--- config.mk ---
export PLATFORM = sky130hd
export DESIGN_NAME = running_mean_std_min_max
export DESIGN_NICKNAME = d
export VERILOG_FILES = /design/src/sv/rmsmm_pkg.sv /design/src/sv/running_mean_std_min_max.sv
export VERILOG_INCLUDE_DIRS = /design/src /design/src/sv
export SDC_FILE = /design/constraint.sdc
export NUM_CORES = 1
export LEC_CHECK = 0
export ABC_CLOCK_PERIOD_IN_PS = 12700
export BUFFER_PORTS_ARGS = -buffer_cell sky130_fd_sc_hd__buf_2
export CAP_MARGIN = 20
export CORE_MARGIN = 8
export CORE_UTILIZATION = 68
export DETAILED_ROUTE_END_ITERATION = 7
export PLACE_DENSITY_LB_ADDON = 0.12
export SYNTH_ARGS = -nofsm -noshare
export SYNTH_HDL_FRONTEND = slang
export SYNTH_SLANG_ARGS = --single-unit
--- constraint.sdc ---
create_clock -name clock -period 12.7 [get_ports clock]
set_input_delay 0.635 -clock clock [delete_from_list [all_inputs] [get_ports clock]]
set_output_delay 0.635 -clock clock [all_outputs]
set_load 0.01 [all_outputs]
--- src/sv/assert_macros.svh ---
// Assertion macros shared by the RTL.
`ifndef ASSERT_MACROS_SVH
`define ASSERT_MACROS_SVH

// Same-cycle implication, disabled while reset is high.
`define ASSERT_IMP(lbl, clk, rst, ante, cons, msg) \
   lbl: assert property (@(posedge clk) disable iff (rst) (ante) |-> (cons)) else $error(msg);

// Next-cycle implication, disabled while reset is high.
`define ASSERT_NXT(lbl, clk, rst, ante, cons, msg) \
   lbl: assert property (@(posedge clk) disable iff (rst) (ante) |=> (cons)) else $error(msg);

`endif

--- src/sv/rmsmm_pkg.sv ---
// Package: constants, opcodes and sequencer states of the running statistics block.
package rmsmm_pkg;

   localparam int DEFAULT_SAMPLE_BITS = 20;
   localparam int DEFAULT_COUNT_BITS  = 16;
   localparam int M2_BITS             = 64;
   localparam int ROOT_BITS           = M2_BITS / 2;
   localparam int FRAC_SHIFT          = 8;

   localparam logic OP_CLEAR = 1'b0;
   localparam logic OP_ADD   = 1'b1;

   typedef enum logic [3:0] {
      ST_IDLE,
      ST_DIFF,
      ST_DIV_MEAN,
      ST_MEAN,
      ST_MUL,
      ST_ACC,
      ST_DIV_VAR,
      ST_SQRT,
      ST_RESP
   } state_type;

endpackage

--- src/sv/running_mean_std_min_max.sv ---
// Running count, mean, standard deviation, minimum and maximum of a sample stream.
//
// Request channel req_*: tuser is the opcode (clear or add), tdata the signed Q.8 sample.
// Response channel rsp_*: one response per request, carrying count, Q.16 mean, Q.16
// population std deviation, minimum, maximum, and in tuser the dropped-sample flag.
// The block handles one request at a time; req_tready is high only while it is idle.
// A clear or a first sample goes straight from idle to the response. A regular sample
// runs a restoring divider for the mean update, a shift-add multiplier for the M2
// term, the same divider again for M2/count, then a two-bits-per-step square root.
// A dropped sample with count of two or more runs the divider and root only. The
// response is held in registers until rsp_tready; a stalled receiver holds the block,
// and no new request is taken until the response has been taken. Reset (synchronous)
// zeroes count, mean, M2, minimum and maximum and returns the sequencer to idle.
`include "assert_macros.svh"

module running_mean_std_min_max #(
   parameter int SAMPLE_BITS = rmsmm_pkg::DEFAULT_SAMPLE_BITS,
   parameter int COUNT_BITS  = rmsmm_pkg::DEFAULT_COUNT_BITS
) (
   input  logic clock,
   input  logic reset,
   input  logic req_tvalid,
   output logic req_tready,
   // [SAMPLE_BITS-1:0] sample, rest zero
   input  logic [((SAMPLE_BITS + 7) / 8) * 8 - 1:0] req_tdata,
   // [0] opcode
   input  logic [0:0] req_tuser,
   output logic rsp_tvalid,
   input  logic rsp_tready,
   // count, mean, std_dev, minimum, maximum from bit 0 up, rest zero
   output logic [((COUNT_BITS + 4 * SAMPLE_BITS + 15 + 7) / 8) * 8 - 1:0] rsp_tdata,
   // [0] ignored
   output logic [0:0] rsp_tuser
);
   import rmsmm_pkg::*;

   localparam int MEAN_BITS  = SAMPLE_BITS + FRAC_SHIFT;
   localparam int STD_BITS   = SAMPLE_BITS + 7;
   localparam int DIFF_BITS  = MEAN_BITS + 1;
   localparam int PROD_BITS  = 2 * DIFF_BITS;
   localparam int WIDE_BITS  = (PROD_BITS > M2_BITS) ? PROD_BITS : M2_BITS;
   localparam int ACC_BITS   = WIDE_BITS + 1;
   localparam int CMP_BITS   = (ROOT_BITS > STD_BITS) ? ROOT_BITS : STD_BITS;
   localparam int REM_BITS   = ROOT_BITS + 2;
   localparam int STEP_BITS  = $clog2(M2_BITS + 1);
   localparam int RSP_FIELDS = COUNT_BITS + MEAN_BITS + STD_BITS + 2 * SAMPLE_BITS;
   localparam int RSP_BITS   = ((RSP_FIELDS + 7) / 8) * 8;

   state_type state_ff, state_in;

   logic        [COUNT_BITS-1:0]  count_ff, count_in;
   logic signed [MEAN_BITS-1:0]   mean_ff, mean_in;
   logic        [M2_BITS-1:0]     m2_ff, m2_in;
   logic signed [SAMPLE_BITS-1:0] min_ff, min_in;
   logic signed [SAMPLE_BITS-1:0] max_ff, max_in;
   logic        [STD_BITS-1:0]    std_ff, std_in;
   logic                          ignored_ff, ignored_in;

   logic signed [SAMPLE_BITS-1:0] x_ff, x_in;
   logic                          d_neg_ff, d_neg_in;
   logic        [DIFF_BITS-1:0]   d_mag_ff, d_mag_in;
   logic        [STEP_BITS-1:0]   step_ff, step_in;
   logic        [M2_BITS-1:0]     div_ff, div_in;
   logic        [COUNT_BITS-1:0]  rem_ff, rem_in;
   logic        [COUNT_BITS-1:0]  divisor_ff, divisor_in;
   logic        [DIFF_BITS-1:0]   mul_a_ff, mul_a_in;
   logic        [DIFF_BITS-1:0]   mul_b_ff, mul_b_in;
   logic        [PROD_BITS-1:0]   prod_ff, prod_in;
   logic        [REM_BITS-1:0]    sq_rem_ff, sq_rem_in;
   logic        [ROOT_BITS-1:0]   root_ff, root_in;

   logic signed [SAMPLE_BITS-1:0] req_sample;
   logic signed [MEAN_BITS-1:0]   x_scaled;
   logic signed [DIFF_BITS-1:0]   diff, quot, mean_sum, err;
   logic        [DIFF_BITS-1:0]   diff_mag, err_mag;
   logic        [MEAN_BITS-1:0]   mean_next;
   logic        [COUNT_BITS:0]    div_r2, div_sub;
   logic                          div_ge;
   logic        [PROD_BITS-1:0]   mul_sum;
   logic        [ACC_BITS-1:0]    acc_sum;
   logic        [M2_BITS-1:0]     m2_next;
   logic        [REM_BITS-1:0]    sq_shift, sq_trial;
   logic                          sq_ge;
   logic        [ROOT_BITS-1:0]   root_next;
   logic        [STD_BITS-1:0]    std_next;
   logic                          step_last, drop;

   assign req_sample = req_tdata[SAMPLE_BITS-1:0];
   assign x_scaled   = {x_ff, {FRAC_SHIFT{1'b0}}};
   assign step_last  = (step_ff == STEP_BITS'(1));
   assign drop       = (&count_ff) || (&m2_ff);

   // mean update: d = X - mean, mean += trunc(d / n), e = X - mean
   assign diff      = {x_scaled[MEAN_BITS-1], x_scaled} - {mean_ff[MEAN_BITS-1], mean_ff};
   assign diff_mag  = diff[DIFF_BITS-1] ? DIFF_BITS'(-diff) : DIFF_BITS'(diff);
   assign quot      = d_neg_ff ? -div_ff[DIFF_BITS-1:0] : div_ff[DIFF_BITS-1:0];
   assign mean_sum  = {mean_ff[MEAN_BITS-1], mean_ff} + quot;
   assign mean_next = mean_sum[MEAN_BITS-1:0];
   assign err       = {x_scaled[MEAN_BITS-1], x_scaled} - {mean_next[MEAN_BITS-1], mean_next};
   assign err_mag   = err[DIFF_BITS-1] ? DIFF_BITS'(-err) : DIFF_BITS'(err);

   // restoring divider step: dividend shifts out the top, quotient in at the bottom
   assign div_r2  = {rem_ff, div_ff[M2_BITS-1]};
   assign div_sub = div_r2 - {1'b0, divisor_ff};
   assign div_ge  = (div_r2 >= {1'b0, divisor_ff});

   // shift-add multiplier step, multiplier consumed from its top bit
   assign mul_sum = {prod_ff[PROD_BITS-2:0], 1'b0}
                  + (mul_b_ff[DIFF_BITS-1] ? PROD_BITS'(mul_a_ff) : PROD_BITS'(0));

   assign acc_sum = ACC_BITS'(m2_ff) + ACC_BITS'(prod_ff);
   assign m2_next = (|acc_sum[ACC_BITS-1:M2_BITS]) ? '1 : acc_sum[M2_BITS-1:0];

   // square root step: two radicand bits in, one root bit out
   assign sq_shift  = {sq_rem_ff[REM_BITS-3:0], div_ff[M2_BITS-1:M2_BITS-2]};
   assign sq_trial  = {root_ff, 2'b01};
   assign sq_ge     = (sq_shift >= sq_trial);
   assign root_next = {root_ff[ROOT_BITS-2:0], sq_ge};
   assign std_next  = (CMP_BITS'(root_next) > CMP_BITS'({STD_BITS{1'b1}})) ?
                      '1 : STD_BITS'(root_next);

   always_comb begin
      state_in   = state_ff;
      count_in   = count_ff;
      mean_in    = mean_ff;
      m2_in      = m2_ff;
      min_in     = min_ff;
      max_in     = max_ff;
      std_in     = std_ff;
      ignored_in = ignored_ff;
      x_in       = x_ff;
      d_neg_in   = d_neg_ff;
      d_mag_in   = d_mag_ff;
      step_in    = step_ff;
      div_in     = div_ff;
      rem_in     = rem_ff;
      divisor_in = divisor_ff;
      mul_a_in   = mul_a_ff;
      mul_b_in   = mul_b_ff;
      prod_in    = prod_ff;
      sq_rem_in  = sq_rem_ff;
      root_in    = root_ff;

      case (state_ff)
         ST_IDLE: begin
            if (req_tvalid) begin
               x_in       = req_sample;
               ignored_in = 1'b0;
               std_in     = '0;
               state_in   = ST_RESP;
               if (req_tuser[0] == OP_CLEAR) begin
                  count_in = '0;
                  mean_in  = '0;
                  m2_in    = '0;
                  min_in   = '0;
                  max_in   = '0;
               end else if (drop) begin
                  ignored_in = 1'b1;
                  if (count_ff >= COUNT_BITS'(2)) begin
                     div_in     = m2_ff;
                     rem_in     = '0;
                     divisor_in = count_ff;
                     step_in    = STEP_BITS'(M2_BITS);
                     state_in   = ST_DIV_VAR;
                  end
               end else if (count_ff == '0) begin
                  count_in = COUNT_BITS'(1);
                  mean_in  = {req_sample, {FRAC_SHIFT{1'b0}}};
                  m2_in    = '0;
                  min_in   = req_sample;
                  max_in   = req_sample;
               end else begin
                  state_in = ST_DIFF;
               end
            end
         end
         ST_DIFF: begin
            d_neg_in   = diff[DIFF_BITS-1];
            d_mag_in   = diff_mag;
            div_in     = M2_BITS'(diff_mag) << (M2_BITS - DIFF_BITS);
            rem_in     = '0;
            divisor_in = count_ff + COUNT_BITS'(1);
            step_in    = STEP_BITS'(DIFF_BITS);
            state_in   = ST_DIV_MEAN;
         end
         ST_DIV_MEAN, ST_DIV_VAR: begin
            div_in  = {div_ff[M2_BITS-2:0], div_ge};
            rem_in  = div_ge ? div_sub[COUNT_BITS-1:0] : div_r2[COUNT_BITS-1:0];
            step_in = step_ff - STEP_BITS'(1);
            if (step_last) begin
               if (state_ff == ST_DIV_MEAN) begin
                  state_in = ST_MEAN;
               end else begin
                  sq_rem_in = '0;
                  root_in   = '0;
                  step_in   = STEP_BITS'(ROOT_BITS);
                  state_in  = ST_SQRT;
               end
            end
         end
         ST_MEAN: begin
            mean_in  = mean_next;
            count_in = count_ff + COUNT_BITS'(1);
            if (x_ff < min_ff) min_in = x_ff;
            if (x_ff > max_ff) max_in = x_ff;
            mul_a_in = d_mag_ff;
            mul_b_in = err_mag;
            prod_in  = '0;
            step_in  = STEP_BITS'(DIFF_BITS);
            state_in = ST_MUL;
         end
         ST_MUL: begin
            prod_in  = mul_sum;
            mul_b_in = mul_b_ff << 1;
            step_in  = step_ff - STEP_BITS'(1);
            if (step_last) state_in = ST_ACC;
         end
         ST_ACC: begin
            m2_in      = m2_next;
            div_in     = m2_next;
            rem_in     = '0;
            divisor_in = count_ff;
            step_in    = STEP_BITS'(M2_BITS);
            state_in   = ST_DIV_VAR;
         end
         ST_SQRT: begin
            div_in    = div_ff << 2;
            sq_rem_in = sq_ge ? sq_shift - sq_trial : sq_shift;
            root_in   = root_next;
            step_in   = step_ff - STEP_BITS'(1);
            if (step_last) begin
               std_in   = std_next;
               state_in = ST_RESP;
            end
         end
         ST_RESP: begin
            if (rsp_tready) state_in = ST_IDLE;
         end
         default: begin
            state_in = ST_IDLE;
         end
      endcase
   end

   always_ff @(posedge clock) begin
      if (reset) begin
         state_ff <= ST_IDLE;
         count_ff <= '0;
         mean_ff  <= '0;
         m2_ff    <= '0;
         min_ff   <= '0;
         max_ff   <= '0;
      end else begin
         state_ff <= state_in;
         count_ff <= count_in;
         mean_ff  <= mean_in;
         m2_ff    <= m2_in;
         min_ff   <= min_in;
         max_ff   <= max_in;
      end
   end

   always_ff @(posedge clock) begin
      std_ff     <= std_in;
      ignored_ff <= ignored_in;
      x_ff       <= x_in;
      d_neg_ff   <= d_neg_in;
      d_mag_ff   <= d_mag_in;
      step_ff    <= step_in;
      div_ff     <= div_in;
      rem_ff     <= rem_in;
      divisor_ff <= divisor_in;
      mul_a_ff   <= mul_a_in;
      mul_b_ff   <= mul_b_in;
      prod_ff    <= prod_in;
      sq_rem_ff  <= sq_rem_in;
      root_ff    <= root_in;
   end

   assign req_tready = (state_ff == ST_IDLE);
   assign rsp_tvalid = (state_ff == ST_RESP);
   assign rsp_tdata  = RSP_BITS'({max_ff, min_ff, std_ff, mean_ff, count_ff});
   assign rsp_tuser  = ignored_ff;

   `ASSERT_IMP(a_one_request, clock, reset, req_tready, !rsp_tvalid,
               "request accepted while a response is pending")
   `ASSERT_NXT(a_back_idle, clock, reset, rsp_tvalid && rsp_tready, req_tready,
               "not idle after response taken")
   `ASSERT_IMP(a_drop_cause, clock, reset, rsp_tvalid && ignored_ff,
               (&count_ff) || (&m2_ff), "sample dropped without saturation")
   `ASSERT_IMP(a_min_le_max, clock, reset, count_ff != '0, min_ff <= max_ff,
               "minimum above maximum")
   `ASSERT_IMP(a_std_small_count, clock, reset, rsp_tvalid && (count_ff < COUNT_BITS'(2)),
               std_ff == '0, "nonzero std deviation with fewer than two samples")

endmodule

# Word level (Yosys, flattened, before mapping)
# Cells that the tools add are included.
[word_totals]
ff_bits = 513
latch_bits = 0
ram_bits = 0
mem_bits_ro = 0
inputBits = 29
wordCells = 166
n_memories = 0
[classes]
addsub = 12
multipliers = 0
n_div = 0
n_lt_le_gt_ge = 6
eq_ne = 22
n_shift = 0
muxes = 76
bitwise_logic = 0
reduce_logical = 30
[ops]
columns = ["operator", "n"]
rows = [
  ["$mux 64", 9],
  ["$pmux 64 s5", 1],
  ["$mux 16", 13],
  ["$mux 32", 5],
  ["$mux 28", 5],
  ["$pmux 32 s2", 2],
  ["$pmux 64 s2", 1],
  ["$mux 20", 6],
  ["$pmux 58 s2", 1],
  ["$pmux 16 s3", 2],
  ["$mux 29", 3],
  ["$mux 27", 3],
  ["$pmux 20 s2", 2],
  ["$add 64x58->65", 1],
  ["$reduce_and 64->1", 1],
  ["$add 58x29->58", 1],
  ["$neg 29->29", 2],
  ["$pmux 29 s2", 1],
  ["$sub 28x28->29", 2],
  ["$pmux 28 s2", 1],
  ["$pmux 27 s2", 1],
  ["$mux 7", 6],
  ["$mux 4", 9],
  ["$pmux 7 s5", 1],
  ["37 further kinds", 67],
]

# Longest topological paths before layout
# Gate-level depths: netlist (run 1).
[logic_depth]
ltp_word = 7
mapped_depth = 31
mapped_depth_nobuf = 31

# Worst setup path after synthesis (run 1)
# OpenSTA, ideal clock, no wires.
[synth_path]
kind = "flip-flop to flip-flop"
start = "reg count_ff[1]"
end = "reg div_ff[0] (enable)"
t_arrival_ps = 6031
required_ps = 12193
setup_slack_ps = 6162
path_stages_with_launch = 15
path_buffers = 0
period_less_slack_ps = 6538
path_cell_list = "dfxtp_1 -> ha_1 -> and3_1 -> and3_1 -> and3_1 -> and3_1 -> nand4_1 -> o21bai_1 -> nand2_1 -> or2_2 -> inv_1 -> a21oi_1 -> nor2_1 -> nand2_1 -> a21oi_1"
[synth_via]
elab_chain_len = 4
word_cells_on_any_way = 6
classes_between = "1 x order compare; 2 x eq/ne; 3 x reduce/logical"
[synth_rtl]
columns = ["item", "line", "text"]
rows = [
  ["start: declaration", "running_mean_std_min_max.sv:51", "logic [COUNT_BITS-1:0] count_ff, count_in;"],
  ["start signal: assignment", "running_mean_std_min_max.sv:255", "count_ff <= count_in;"],
  ["parallel branches: the longest is 3 deep, another holds $ge 16x2->1", "n/a", ""],
  ["$reduce_and 5->1 (no line) *", "n/a", ""],
  ["end signal: assignment", "running_mean_std_min_max.sv:270", "div_ff <= div_in;"],
  ["end: declaration", "running_mean_std_min_max.sv:63", "logic [M2_BITS-1:0] div_ff, div_in;"],
]
# Every way passes the cells marked *.
# A chain may end at the register's enable or synchronous reset.

# Worst setup path after layout (run 1)
[layout_path]
start = "reg div_ff[0]"
end = "reg mul_b_ff[27] (data pin)"
[layout_via]
elab_chain_len = 7
[layout_rtl]
columns = ["item", "line", "text"]
rows = [
  ["$neg 28->28", "running_mean_std_min_max.sv:96", "assign quot = d_neg_ff ? -div_ff[DIFF_BITS-1:0] : div_ff[DIFF_BITS-1:0];"],
  ["$mux 28 *", "running_mean_std_min_max.sv:96", ""],
  ["$add 28x28->28 *", "running_mean_std_min_max.sv:97", "assign mean_sum = {mean_ff[MEAN_BITS-1], mean_ff} + quot;"],
  ["$sub 28x28->29 *", "running_mean_std_min_max.sv:99", "assign err = {x_scaled[MEAN_BITS-1], x_scaled} - {mean_next[MEAN_BITS-1], mean_next};"],
  ["$neg 29->29", "running_mean_std_min_max.sv:100", "assign err_mag = err[DIFF_BITS-1] ? DIFF_BITS'(-err) : DIFF_BITS'(err);"],
  ["$mux 29 *", "running_mean_std_min_max.sv:100", ""],
  ["$pmux 29 s2 *", "running_mean_std_min_max.sv:144", "case (state_ff)"],
  ["named net mul_b_in[27]", "running_mean_std_min_max.sv:67", "logic [DIFF_BITS-1:0] mul_b_ff, mul_b_in;"],
  ["end signal: assignment", "running_mean_std_min_max.sv:274", "mul_b_ff <= mul_b_in;"],
  ["end: declaration", "running_mean_std_min_max.sv:67", ""],
]
# Mark *: on every way through the listed nets, which the timed path passes. The rest lies on a longest branch.

==> summary.md, run 1 <==
| Metric | Value |
|---|---|
| Register area | `13880 sq um` |
| Total CTS buffers | `56` |
| Vias | `31000` |
| Starting Density | `68.96%` |
| Die W | `244.6 um` |
| Drt pass-1 iters | `8` |
| Max-slew headroom at the worst pin | `22.64%` |
| Cell count after synthesis | `3978` |
| Layout cells sized above 1 | `8.333%` |
| Root buf cell | `clkbuf_16` |
| TritonCTS clock tree | `built` |
| Async SR Flop Fraction | `0%` |
| Via density | `6.545` |
| Placer Congestion | `0.9664` |
| Worst clock skew | `0.03684 ns` |
| P_sw | `4.735 mW` |
| Register bit total from synthesis | `513` |
| NumNets Final | `4287` |
| Total gr overflow | `0` |
| Number of port buffers | `138` |
| Critical path arrival | `7.80 ns` |
| Count of different cell masters after synthesis | `110` |
| Setup crit end kind | `register` |
| Dpl ws | `5.400 ns` |
| Tcrit/Tclk final | `58.71%` |
| Gates resized, CTS repair | `0` |
| WP data required | `13.04 ns` |
| Worst min path class | `primary input to register` |
| Antenna violations before repair | `3` |
| Sinks on Clock Net | `513` |
| Status | `finished, violations left` |
| Global-route wire length before repair | `158.4 mm` |
| Most numerous cell in the Yosys netlist | `nand2_1` |
| P_int | `5.830 mW` |
| Final setup viols | `0` |
| All-Layer GR Usage | `32.39%` |
| DPL Wire Length | `70.30 mm` |
| Setup TNS | `0 ns` |
| Total Die Area | `59810 sq um` |
| Die height | `244.6 um` |
| Seq pwr share | `26.7%` |
| Syn_area_per_cell | `8.930 sq um` |
| I/O pin cnt | `144` |
| Peak Freq | `134.1 MHz` |
| Number of flops mapped to enable cells by yosys | `361` |
| Largest cells by area after synthesis | `edfxtp_1, ha_1, dfxtp_1` |
| Maxcap violations | `0` |
| Main flop type after synthesis | `edfxtp_1` |
| Fin crit period | `7.456 ns` |
| Post-synth top cells | `nand2_1, edfxtp_1, nor2_1, a21oi_1, o21ai_0` |
| CP startpoint kind | `register` |
| Synth warn | `0` |
| LEAKAGE | `15.54 nW` |
| WL final | `100.1 mm` |
| WL/cell | `21.14 um` |
| Post-Syn Area | `35520 sq um` |
| Crit-path max FO | `19` |
| CTS max path bufs | `3` |
| # DRC | `5` |
| Worst setup path class | `register to register` |
| Vias in the first global route | `29200` |
| Fillers | `3855` |
| Syn_nets | `4256` |
| Fin. Hold Viols | `0` |
| Clk pwr share | `16.3%` |
| Comb pwr share | `57.0%` |
| Antenna viol nets, final | `0` |
| Core ar. | `51510 sq um` |
| Combined area of the multi-input logic cells | `20170 sq um` |
| Area Overhead vs Synth | `8.686%` |
| Post-CTS Setup Inserts | `0` |
| CTS HTree Levels | `2` |
| CTS Hold Bufs | `0` |
| Final worst slack | `5.244 ns` |
| Share of the synthesized area in the top cell type | `30.52%` |
| Clock latency on the worst-skew pair | `0.64 ns` |
| Sw Share | `44.82%` |
| Worst vdd ir | `436.2 uV` |
| Pwr Density | `273.7 nW/um^2` |
| Initial DRC Count | `3168` |
| Pin count of the biggest net entering global routing | `89` |
| Actual slew at the worst max-slew pin | `1.131 ns` |
| Failing checks | `DRC` |
| RSZ-0062 raised after global routing | `no` |
| Number of placement rows | `83` |
| Synth area leader | `edfxtp_1` |
| Sequential fraction of the synthesis area | `39.08%` |
| Max Slew Vio Count | `0` |
| Clock-pin slew on the worst setup and hold paths | `0.06 ns` |
path summary, 6_finish.rpt:
check,from,end,slack (ns),cells after the start
worst max-delay path,div_ff[0]$_DFFE_PP_,mul_b_ff[27]$_DFFE_PP_,5.24,25
worst max register to register,div_ff[0]$_DFFE_PP_,mul_b_ff[27]$_DFFE_PP_,5.24,25
worst min register to register,d_mag_ff[11]$_DFFE_PP_,mul_a_ff[11]$_DFFE_PP_,0.42,0
worst min-delay path,req_tdata[15],x_ff[15]$_DFFE_PP_,0.23,1
metal layers:
layer | vias up | share of wire [%] | wire length [um] | track usage, %
met1 | 14670 | 41 | 40990 | 42.35
met5 | - | 0.026 | 26 | 0
met2 | 1395 | 46 | 46250 | 52.89
li1 | 14710 | - | - | -
met4 | 4 | 4.5 | 4534 | 14.53
met3 | 227 | 8.3 | 8324 | 5.058
layout by cell type (no fill, tap or decap), drive strengths merged, types with 64 or more instances in the layout:
cell type	instances
nor2	349
ha	245
xnor2	210
nor3	69
a21oi	320
xor2	90
dfxtp	152
nand3	110
buf	173
edfxtp	361
o21ai	302
nand4	73
nand2	367
clkbuf	64
a21o	105
a31oi	68
inv	216
logic make-up after synthesis:
logic type / after synthesis / synth area share [%]
AOI/OAI and AO/OA: 1148 / 20.91
xor gates and xnor gates: 302 / 7.545
adders and majority gates: 255 / 9.031
buffers and inverters: 417 / 4.470
DFF: 513 / 39.08
muxes: 39 / 1.113
other: 1 / 0.01056
and+or+nand+nor: 1303 / 17.84
sequential cells by signal (all words and copies together), names as in the netlist, 28 cells and up:
register	cells
mean_ff	28
sq_rem_ff	32
m2_ff	64
d_mag_ff	29
mul_a_ff	29
root_ff	32
div_ff	64
mul_b_ff	29
prod_ff	58
final cells by class:
type | count | share of cell area (%)
multi-input cells | 3048 | 52.25
flip-flops and latches | 513 | 35.96
clock buffers | 64 | 3.844
repair buffers | 173 | 2.476
well taps | 680 | 2.204
inverters | 217 | 2.110
clock inverters | 41 | 1.154
diodes | 1 | 0.006482
worst max-delay path, stage by stage (launching register included):
cell	delay (ns)
edfxtp_1	0.53
nor4_1	0.43
nand2_1	0.11
or3_1	0.34
or3_1	0.37
nand2b_1	0.24
o31ai_1	0.32
xnor2_1	0.14
ha_1	0.46
and4_1	0.29
nand4_1	0.15
a2111oi_0	0.97
o41ai_1	0.16
nand2b_1	0.17
a31o_2	0.22
a21o_1	0.13
a21oi_1	0.07
xor2_1	0.17
ha_1	0.40
inv_1	0.09
o22ai_1	0.29
a41oi_4	0.13
a21oi_4	0.58
a31oi_1	0.14
xnor2_1	0.19
a21oi_1	0.09
power by group through the flow:
stage               clock network (mW)  registers, mW  logic [mW]
floorplan                            0           2.71        4.59
global placement                     0           2.82        5.76
detailed placement                   0           2.83        5.84
CTS                               1.74           2.80        5.91
global route                      1.80           2.85        6.59
finish                            1.73           2.82        6.02
stage by stage:
stage | hold WS, ns | instance area [sq um] | cells | util [%] | power (mW)
after floorplan | 0.4003 | 35520 | 3978 | - | 7.294
after global placement | 0.4005 | 36680 | 4631 | 71.20 | 8.575
after detailed placement | 0.4045 | 36680 | 4631 | 71.20 | 8.668
after CTS | 0.2029 | 38600 | 4736 | 74.95 | 10.45
after global routing | 0.2181 | 38610 | 4737 | 74.95 | 11.24
final | 0.2299 | 38610 | 4737 | 74.95 | 10.57
Note: power is estimated with default switching activity, not from simulation.
==> inputs of run 2 (changes only) <==
--- a/config.mk
+++ b/config.mk
@@ -6,11 +6,11 @@
 export SDC_FILE = /design/constraint.sdc
 export NUM_CORES = 1
 export LEC_CHECK = 0
-export ABC_CLOCK_PERIOD_IN_PS = 12700
+export ABC_CLOCK_PERIOD_IN_PS = 7680
 export BUFFER_PORTS_ARGS = -buffer_cell sky130_fd_sc_hd__buf_2
 export CAP_MARGIN = 20
 export CORE_MARGIN = 8
-export CORE_UTILIZATION = 68
+export CORE_UTILIZATION = 64
 export DETAILED_ROUTE_END_ITERATION = 7
 export PLACE_DENSITY_LB_ADDON = 0.12
 export SYNTH_ARGS = -nofsm -noshare
==> constraint.sdc (replaced) <==
create_clock -name clock -period 7.68 [get_ports clock]
set_input_delay 0.384 -clock clock [delete_from_list [all_inputs] [get_ports clock]]
set_output_delay 0.384 -clock clock [all_outputs]
set_load 0.01 [all_outputs]
==> run 2 against run 1 <==
The run still ends with DRC left. Fmax grew 5.5%. Sequential share of layout area shrank 0.22 points. Total power grew 64%. Sequential cell count is the same. Cell count grew 1.8%. Wire length shrank 0.38%. Critical path depth grew 1. Combinational power grew 63%. Register-to-register slack lost 4.6 ns. Count of clock-buffer cells in the layout grew 4. Critical endpoint is now mul_b_ff[11]$_DFFE_PP_. Largest cell class unchanged.
==> summary.md, run 2 (synthesis gave the netlist of run 1 again) <==
| Metric | Value |
|---|---|
| Initial DRC Count | `2996 (was 3168)` |
| WL/cell | `20.68 um (was 21.14 um)` |
| Final setup viols | `0 (unchanged)` |
| Fin crit period | `7.070 ns (was 7.456 ns)` |
| Placer Congestion | `0.9691 (was 0.9664)` |
| Total CTS buffers | `55 (was 56)` |
| RSZ-0062 raised after global routing | `no (unchanged)` |
| Die height | `251.6 um (was 244.6 um)` |
| WL final | `99.74 mm (was 100.1 mm)` |
| All-Layer GR Usage | `30.53% (was 32.39%)` |
| Most used cells in the layout excluding fill and tap cells | `nand2_1, edfxtp_1, nor2_1, a21oi_1, o21ai_0 (unchanged)` |
| Vias in the first global route | `29480 (was 29200)` |
| Post-CTS Setup Inserts | `0 (unchanged)` |
| CP startpoint kind | `register (unchanged)` |
| Setup crit end kind | `register (unchanged)` |
| NumNets Final | `4306 (was 4287)` |
| Diodes inserted | `0 (was 1)` |
| Critical path arrival | `7.43 ns (was 7.80 ns)` |
| Number of port buffers | `138 (unchanged)` |
| Antenna violations before repair | `2 (was 3)` |
| Max-slew headroom at the worst pin | `25.16% (was 22.64%)` |
| Worst vdd ir | `527.8 uV (was 436.2 uV)` |
| Slowest-stage cell, CP | `a2111oi_1 (was a2111oi_0)` |
| Commonest non-fill, non-tap cell in the layout | `nand2_1 (unchanged)` |
| Crit-path max FO | `9 (was 19)` |
| Worst hold slack | `0.01139 ns (was 0.2299 ns)` |
| DPL Wire Length | `70.69 mm (was 70.30 mm)` |
| Status | `finished, violations left (unchanged)` |
| Final design area excluding fillers | `38850 sq um (was 38610 sq um)` |
| Vias | `30600 (was 31000)` |
| Fin. Hold Viols | `0 (unchanged)` |
| Final Non-Filler Cells | `4823 (was 4737)` |
| Pin count of the biggest net entering global routing | `86 (was 89)` |
| Failing checks | `DRC (unchanged)` |
| Largest stage delay on the critical path | `0.58 ns (was 0.97 ns)` |
| Dpl ws | `0.7621 ns (was 5.400 ns)` |
| Core ar. | `54990 sq um (was 51510 sq um)` |
| Post-DP Area | `36810 sq um (was 36680 sq um)` |
| Worst clock skew | `0.02266 ns (was 0.03684 ns)` |
| # DRC | `1 (was 5)` |
| Antenna viol nets, final | `0 (unchanged)` |
| LEAKAGE | `15.63 nW (was 15.54 nW)` |
| Via density | `6.344 (was 6.545)` |
| CTS max path bufs | `3 (unchanged)` |
| Clock latency on the worst-skew pair | `0.63 ns (was 0.64 ns)` |
| WP data required | `8.05 ns (was 13.04 ns)` |
| Root buf cell | `clkbuf_16 (unchanged)` |
| Sinks on Clock Net | `513 (unchanged)` |
| Pwr Density | `446.2 nW/um^2 (was 273.7 nW/um^2)` |
| Layout cells sized above 1 | `8.564% (was 8.333%)` |
| Number of placement rows | `86 (was 83)` |
| Top Registers | `div_ff: 64 flops, m2_ff: 64 flops, prod_ff: 58 flops (unchanged)` |
| Total power | `17.33 mW (was 10.57 mW)` |
| I/O pin cnt | `144 (unchanged)` |
| Worst min path class | `primary input to register (unchanged)` |
| Starting Density | `64.60% (was 68.96%)` |
| Global-route wire length before repair | `157.5 mm (was 158.4 mm)` |
| Total gr overflow | `0 (unchanged)` |
| CTS HTree Levels | `2 (unchanged)` |
| Maxcap violations | `0 (unchanged)` |
| Tcrit/Tclk final | `92.06% (was 58.71%)` |
| Fillers | `4331 (was 3855)` |
| Die W | `251.6 um (was 244.6 um)` |
| CTS Hold Bufs | `14 (was 0)` |
| Total Die Area | `63300 sq um (was 59810 sq um)` |
| Peak Freq | `141.4 MHz (was 134.1 MHz)` |
| Dpl cells | `4705 (was 4631)` |
| Worst setup path class | `register to register (unchanged)` |
| Crit-path leading delay family | `compound AO/OA/AOI/OAI gates (unchanged)` |
| Actual slew at the worst max-slew pin | `1.123 ns (was 1.131 ns)` |
| Drt pass-1 iters | `8 (unchanged)` |
| Critical path buffers and inverters | `0 (was 1)` |
| Gates resized, CTS repair | `0 (unchanged)` |
| TritonCTS clock tree | `built (unchanged)` |
| Max Slew Vio Count | `0 (unchanged)` |
| Critical Path Most Common Cell | `nand2_1` |
| Setup TNS | `0 ns (unchanged)` |
| Post-Route Utilization | `70.65% (was 74.95%)` |
| Area Overhead vs Synth | `9.366% (was 8.686%)` |
| Final worst slack | `0.6101 ns (was 5.244 ns)` |
| Clock-pin slew on the worst setup and hold paths | `0.06 ns (about the same)` |
==> run 2: cell count changes in the layout (fill, tap and decap cells not counted), moves of 3 or more <==
cell and change:
clkinv_2 +3, buf_4 +6, clkinv_1 -10, inv_6 +3
clkbuf_1 +6, dlygate4sd3_1 +14
==> run 2: worst paths after layout <==
kind	cells past startpoint	from	end	slack (ns)
worst max-delay path	26	div_ff[0]$_DFFE_PP_	mul_b_ff[11]$_DFFE_PP_	0.61
worst min-delay path	1	req_tdata[7]	x_ff[7]$_DFFE_PP_	0.01
worst max register to register	26	div_ff[0]$_DFFE_PP_	mul_b_ff[11]$_DFFE_PP_	0.61
worst min register to register	0	d_mag_ff[26]$_DFFE_PP_	mul_a_ff[26]$_DFFE_PP_	0.41
==> run 2: final cells by class <==
type / instances / area, sq um / area share, %
Sequential cell: 513 / 13880 / 35.74
Clock buffer: 68 / 1456 / 3.749
Tap cell: 748 / 935.9 / 2.409
Inverter: 217 / 814.5 / 2.097
Clock inverter: 36 / 439.2 / 1.130
Multi-Input combinational cell: 3048 / 20180 / 51.94
Timing Repair Buffer: 193 / 1141 / 2.937
==> run 2: power by group <==
group          switching (mW)  internal (mW)  leakage, nW  total, mW
logic                    5.91           3.93         10.3       9.84
registers               0.620           4.04         4.44       4.66
clock network            1.18           1.66        0.925       2.83
total                    7.71           9.63         15.6       17.3
==> run 2: layer usage <==
layer | track usage, % | routed length [um] | vias to the layer above
li1 | - | - | 14720
met5 | 0 | 0 | -
met2 | 49.71 | 45080 | 1156
met4 | 14.50 | 4932 | 0
met1 | 39.24 | 41510 | 14450
met3 | 5.505 | 8226 | 274
